<file path="config.mk">
export PLATFORM = sky130hd
export DESIGN_NAME = lbks_ctrl
export DESIGN_NICKNAME = d
export VERILOG_FILES = /design/src/hw/rtl/lbks_pkg.sv /design/src/hw/rtl/lbks_ctrl.sv
export SDC_FILE = /design/constraint.sdc
export NUM_CORES = 1
export LEC_CHECK = 0
export CAP_MARGIN = 20
export CORE_AREA = 2 2 39 41
export CTS_BUF_LIST = sky130_fd_sc_hd__clkbuf_8
export DETAILED_ROUTE_END_ITERATION = 12
export DIE_AREA = 0 0 41 43
export DONT_BUFFER_PORTS = 1
export PLACE_DENSITY = 0.46
export SLEW_MARGIN = 10
export SYNTH_ARGS = -nofsm -noshare
export SYNTH_HDL_FRONTEND = slang
export SYNTH_SLANG_ARGS = --single-unit
</file>
<file path="constraint.sdc">
create_clock -name clock -period 1.7 [get_ports clock]
set_input_delay 0.51 -clock clock [delete_from_list [all_inputs] [get_ports clock]]
set_output_delay 0.51 -clock clock [all_outputs]
set_load 0.03 [all_outputs]
</file>
<file path="src/hw/rtl/lbks_pkg.sv">
// Shared constants, read-address select codes and the command/status structs
// for the lower-bound key search block. No dependencies.
package lbks_pkg;

   localparam int MAX_ENTRIES = 1024;
   localparam int ADDR_W      = $clog2(MAX_ENTRIES);
   localparam int SIZE_W      = ADDR_W + 1;
   localparam int CFG_W       = 11;
   localparam int KEY_W       = 32;

   // Smallest first word that lets a set select flag pick the second word.
   localparam logic signed [KEY_W-1:0] SELECT_MIN = 32'sd2;

   // Read-address select codes for the key memory.
   localparam logic [1:0] RD_MID   = 2'd0;
   localparam logic [1:0] RD_PROBE = 2'd1;
   localparam logic [1:0] RD_BACK1 = 2'd2;
   localparam logic [1:0] RD_BACK2 = 2'd3;

   typedef struct packed {
      logic       load_wr;
      logic       init;
      logic       probe_update;
      logic       mark_hit;
      logic       step_back;
      logic       publish;
      logic [1:0] rd_sel;
   } cmd_type;

   typedef struct packed {
      logic range_nz;
      logic probe_more;
      logic probe_in;
      logic key_eq;
      logic lo_nz;
      logic lo_gt1;
   } sts_type;

endpackage

</file>
<file path="src/hw/rtl/lbks_ctrl.sv">
// Controller state machine of the lower-bound key search: sequences loads,
// binary-search probes, the backward scan and the result handshake.
// Depends on lbks_pkg.
module lbks_ctrl (
   input  logic              clock,
   input  logic              reset,
   input  logic              req_valid,
   input  logic              req_op,
   output logic              req_ready,
   output logic              rsp_valid,
   input  logic              rsp_ready,
   input  lbks_pkg::sts_type sts,
   output lbks_pkg::cmd_type cmd
);

   localparam logic [2:0] S_IDLE  = 3'd0;
   localparam logic [2:0] S_START = 3'd1;
   localparam logic [2:0] S_PROBE = 3'd2;
   localparam logic [2:0] S_EQ    = 3'd3;
   localparam logic [2:0] S_SCAN  = 3'd4;
   localparam logic [2:0] S_DONE  = 3'd5;

   localparam logic OP_SEARCH = 1'b1;

   logic [2:0] state_ff;
   logic [2:0] state_in;
   logic       rsp_valid_ff;
   logic       rsp_valid_in;

   always_comb begin
      state_in  = state_ff;
      req_ready = 1'b0;
      cmd       = '0;
      cmd.rd_sel = lbks_pkg::RD_MID;
      case (state_ff)
         S_IDLE: begin
            req_ready = 1'b1;
            if (req_valid) begin
               if (req_op == OP_SEARCH) begin
                  cmd.init = 1'b1;
                  state_in = S_START;
               end else begin
                  cmd.load_wr = 1'b1;
               end
            end
         end
         S_START: begin
            cmd.rd_sel = lbks_pkg::RD_MID;
            state_in   = sts.range_nz ? S_PROBE : S_DONE;
         end
         S_PROBE: begin
            cmd.probe_update = 1'b1;
            cmd.rd_sel       = lbks_pkg::RD_PROBE;
            if (sts.probe_more) begin
               state_in = S_PROBE;
            end else if (sts.probe_in) begin
               state_in = S_EQ;
            end else begin
               state_in = S_DONE;
            end
         end
         S_EQ: begin
            cmd.rd_sel = lbks_pkg::RD_BACK1;
            if (sts.key_eq) begin
               cmd.mark_hit = 1'b1;
               state_in     = sts.lo_nz ? S_SCAN : S_DONE;
            end else begin
               state_in = S_DONE;
            end
         end
         S_SCAN: begin
            cmd.rd_sel = lbks_pkg::RD_BACK2;
            if (sts.key_eq) begin
               cmd.step_back = 1'b1;
               state_in      = sts.lo_gt1 ? S_SCAN : S_DONE;
            end else begin
               state_in = S_DONE;
            end
         end
         S_DONE: begin
            if (!rsp_valid_ff || rsp_ready) begin
               cmd.publish = 1'b1;
               state_in    = S_IDLE;
            end
         end
         default: begin
            state_in = S_IDLE;
         end
      endcase
   end

   assign rsp_valid_in = cmd.publish | (rsp_valid_ff & ~rsp_ready);

   always_ff @(posedge clock) begin
      if (reset) begin
         state_ff     <= S_IDLE;
         rsp_valid_ff <= 1'b0;
      end else begin
         state_ff     <= state_in;
         rsp_valid_ff <= rsp_valid_in;
      end
   end

   assign rsp_valid = rsp_valid_ff;

endmodule

</file>
==> After elaboration in Yosys (flattened, before gate mapping) <==
Cells that the tools add are included.
{ "totals": {"regBits": 4, "output_inout_bits": 10, "wordCells": 40} }
{ "op_classes": {"eq_ne": 8, "muxes": 23, "n_bitwise": 3, "n_reduce_logical": 4} }
{ "op_table": {"columns": ["op", "count"], "rows": [
  ["3-bit 2-to-1 mux", 6],
  ["3-bit one-hot mux with 6 select lines", 1],
  ["1-bit 2-to-1 mux", 13],
  ["3-bit by 2-bit equality test with 1-bit output, second input constant", 2],
  ["3-bit equality test, second input constant", 2],
  ["2-bit != test, second input constant", 3],
  ["2-bit one-hot mux with 3 select lines", 1],
  ["2-bit 2-to-1 mux", 2],
  ["3-bit by 1-bit equality test with 1-bit output, second input constant", 1],
  ["3-bit zero test", 1],
  ["3-bit AND reduction", 1],
  ["1-bit bitwise AND", 1],
  ["1-bit zero test", 1],
  ["1-bit logical OR", 1],
  ["1-bit inverter", 1],
  ["1-bit bitwise OR", 1]
]} }

==> Depth between registers and ports, before layout <==
{ "depth": {"ltp_word": 5, "depth_mapped": 5, "depth_no_buf": 4} }

==> Worst setup path before layout <==
OpenSTA, ideal clock, no wires.
{ "synth_timing": {"path_type": "flip-flop to output port", "start": "reg state_ff[0]", "end": "out cmd[7] (netlist bit)", "arrival_ns": 1.523, "required_ns": 1.190, "path_slack_ns": -0.333, "stages_incl_launch_ff": 5, "path_buffers": 1, "cell_sequence": "dfxtp_1 clkbuf_4 nor3_2 nand2_1 nor2_1"} }
{ "synth_rtl": {"columns": ["item", "line", "rtl"], "rows": [
  ["start, declared", "lbks_ctrl.sv:25", "logic [2:0] state_ff;"],
  ["start signal, assigned", "lbks_ctrl.sv:99", "state_ff <= state_in;"],
  ["end, declared", "lbks_ctrl.sv:13", "output lbks_pkg::cmd_type cmd"]
]} }

==> results.txt <==
----------------------------------------------------
[Synthesis]
  Warnings, synthesis ... 0
  Share of synthesized area spent on multiplexers ... 0.0279
  Synthesized cell area ... 359 µm²
  Distinct cell type count of the synthesized netlist ... 27
  Synthesis-stage register bit count ... 4
  Number of cells produced by synthesis ... 47
  Synthesized area per cell ... 7.64 µm²
  Compound-Gate Fraction of Synth Area ... 0.303
  Number of nets in the synthesized netlist ... 58
  Share of synthesized cell area in and, or, nand and nor gates ... 0.348
  Register area share after synthesis ... 0.223
  Synth Area in Adders ... 0
  Largest family of logic cells by synthesized area ... simple AND/OR/NAND/NOR gates
  Post-synthesis share of cell area spent on xor and xnor gates ... 0

[Finish]
  Count of placed standard cells in the final layout, fillers left out ... 72
  Combined area of the multi-input logic cells ... 265 µm²
  Most used cells in the layout excluding fill and tap cells ... buf_4, nand2_1, a21oi_1
  FF/Latch Area ... 86.3 µm²
  Number of fillers in the final layout ... 157
  Final core occ ... 0.357
  ANT cells ... 0
  Fin nets ... 69
  Area overhead of the layout relative to synthesis ... 37.6%
  Ratio of cells with drive above 1 in the final layout ... 0.482
  Most frequent standard cell in the layout excluding fill and tap cells ... buf_4

[Setup path]
  Worst path slowest cell ... dfxtp_2
  Cell chain of the critical path ... nor2_2, and3_1
  Critical path capture point type ... output pin
  Buf/Inv on CP ... 0
  CP Class ... reg -> out
  Crit Path Max Fanout ... 8
  Critical path launch point ... state_ff[1]
  Worst path max stage delay ... about 0.38 ns
  Kind of cell adding the most delay to the critical path ... simple AND/OR/NAND/NOR gates
  Required time of the worst setup path ... approximately 1.2 ns
  Kind of launch point of the worst setup path ... flop
  Worst path arrival time ... roughly 1.2 ns
  Reg-to-reg critical path startpoint ... state_ff[2]

[Route]
  Routed WL per cell ... 11.6 µm
  Final WL ... 832 µm
  Count of TritonRoute iterations in the first routing pass ... 4
  Detailed-route DRC error count ... 0
  Vias ... 351
  Iteration-0 DRC count of the detailed router ... 8
  Drt via density ... ~5
  Number of nets with antenna violations after routing ... 0

[GRT]
  Gr usage total ... 0.0985
  Number of global-route vias before repair ... 290
  Wire length of the first global-routing pass ... 1.15 mm
  Residual overflow from global routing ... 0
  Number of antenna violations at the first check in global routing ... 0
  Maximum number of pins on one net before global-route repair ... 15

[Clock tree]
  Clock transition at the registers of the reported paths ... 0.03 ns
  Clock latency on the worst-skew pair ... 0.21 ns
  Root Buffer ... clkbuf_8
  Number of CTS-inserted buffers ... 3
  TritonCTS clock tree ... done
  Number of sinks on the clock net ... 4
  Postcts setup bufs ... 0
  Cts hold-fix bufs ... 0
  H-tree levels ... 1
  Max Root-Sink Buffers ... 2

[Placement]
  IO buf count ... 0
  Number of cells after detailed placement ... 69
  Post-detailed-placement half-perimeter wirelength ... 666 µm
  Gp weighted congestion ... 0.692

[Worst hold path]
  Path type of the worst min-delay path ... in -> reg
  Origin of the worst min-delay path ... reset

[Status]
  Outcome ... complete, no violations

[STA]
  Setup repair after global routing missed its margin ... true
  Finish-stage setup viols ... 0
  Clock period minus final worst setup slack ... 1.66 ns
  Worst Tran Pin Value ... between 0.3 and 0.4 ns
  Final period utilization ... 0.975
  Peak clock frequency supported by timing ... 0.603 GHz
  Max Slew Vio Count ... 0
  Rel. slew slack ... 0.793
  Setup clock skew after layout ... 0.00102 ns
  Hold violation total from the final report ... 0
  Hold Slack ... 0.362 ns

[Die]
  Total number of placement rows ... 14
  Overall die area ... 0.00176 mm²
  Die Span Y ... 43 µm
  Top-level port count ... 21
  Area of the placeable core ... roughly 0.0014 mm²
  Starting Density ... 0.259
  Die width ... 41 µm

[Pwr]
  VDD IR-drop max ... between 0.4 and 0.5 mV
  Leakage ... 0.202 nW
  Pwr per Cell Area ... approximately 1300 mW/mm²
  PnR Total Power ... 0.000628 W

[Flow run]
  MaxCap Viol Count ... 0

----------------------------------------------------
## what timing repair did
item | CTS | global route
endpoints found under the setup margin | 6 | 5
gates resized for setup | 1 | 3
pin swaps | 0 | 1
hold endpoints to repair | 0 | 0
## path summary, 6_finish.rpt
path | to | slack (ns) | cells past startpoint
max | cmd[3] | 0.04 | 2
min | rsp_valid | 0.36 | 1
max reg2reg | state_ff[0] | 0.52 | 5
min reg2reg | rsp_valid | 0.57 | 2
## sequential cells by signal (all words and copies together), names as in the netlist
signal and flops:
state_ff 3, rsp_valid 1
## metal layers
| metal | vias up | wire length, µm | GRT usage |
|---|---|---|---|
| met5 | - | 0 | 0 |
| met4 | 0 | 0 | 0.0600 |
| met3 | 0 | 93 | 0.0366 |
| met2 | 15 | 381 | 0.144 |
| met1 | 152 | 357 | 0.116 |
| li1 | 184 | - | - |
## area by class of cell
| class | count | area share |
|---|---|---|
| multi-input combinational | 37 | 0.537 |
| inverter | 3 | 0.0278 |
| tap | 16 | 0.0405 |
| timing repair buffer | 9 | 0.137 |
| sequential | 4 | 0.175 |
| clock buffer | 3 | 0.0835 |
## synthesized netlist by cell type (all sizes together)
master / n / area (µm²)
nand2: 8 / 30.0
nor2: 5 / 21.3
a21oi: 4 / 20.0
dfxtp: 4 / 80.1
inv: 3 / 11.3
nor3: 3 / 25.0
a31oi: 2 / 12.5
and3: 2 / 12.5
buf: 2 / 16.3
nand2b: 2 / 20.0
a211oi: 1 / 7.51
a21boi: 1 / 11.3
a221oi: 1 / 15.0
a2bb2oi: 1 / 15.0
a31o: 1 / 8.76
clkbuf: 1 / 7.51
mux2i: 1 / 10.0
nand3: 1 / 10.0
nor2b: 1 / 6.26
o21ai: 1 / 5.00
o21bai: 1 / 7.51
o22ai: 1 / 6.26
## kinds of logic (layout without fill, tap and decap cells)
group           count (synthesis)  count (layout)
simple gates                   22              22
compound gates                 14              14
buf+inv                         6              15
flops                           4               4
mux                             1               1
## power by group
part / switching (W) / internal, W / total [W] / leakage (nW)
Sequential: 0.0000425 / 0.000113 / 0.000156 / 0.0342
Combinational: 0.000155 / 0.000120 / 0.000275 / 0.147
Clock: 0.0000464 / 0.000151 / 0.000197 / 0.0216
Total: 0.000244 / 0.000384 / 0.000628 / 0.202
## metrics by stage
stage	setup WS (ns)	cell area, µm²	TNS [ns]
floorplan	-0.0127	388	-0.0127
global placement	0.177	445	0
detailed placement	0.162	445	0
CTS	0.00818	488	0
global route	-0.00127	494	-0.00186
finish	0.0417	494	0
(Power assumes the default switching activity.)
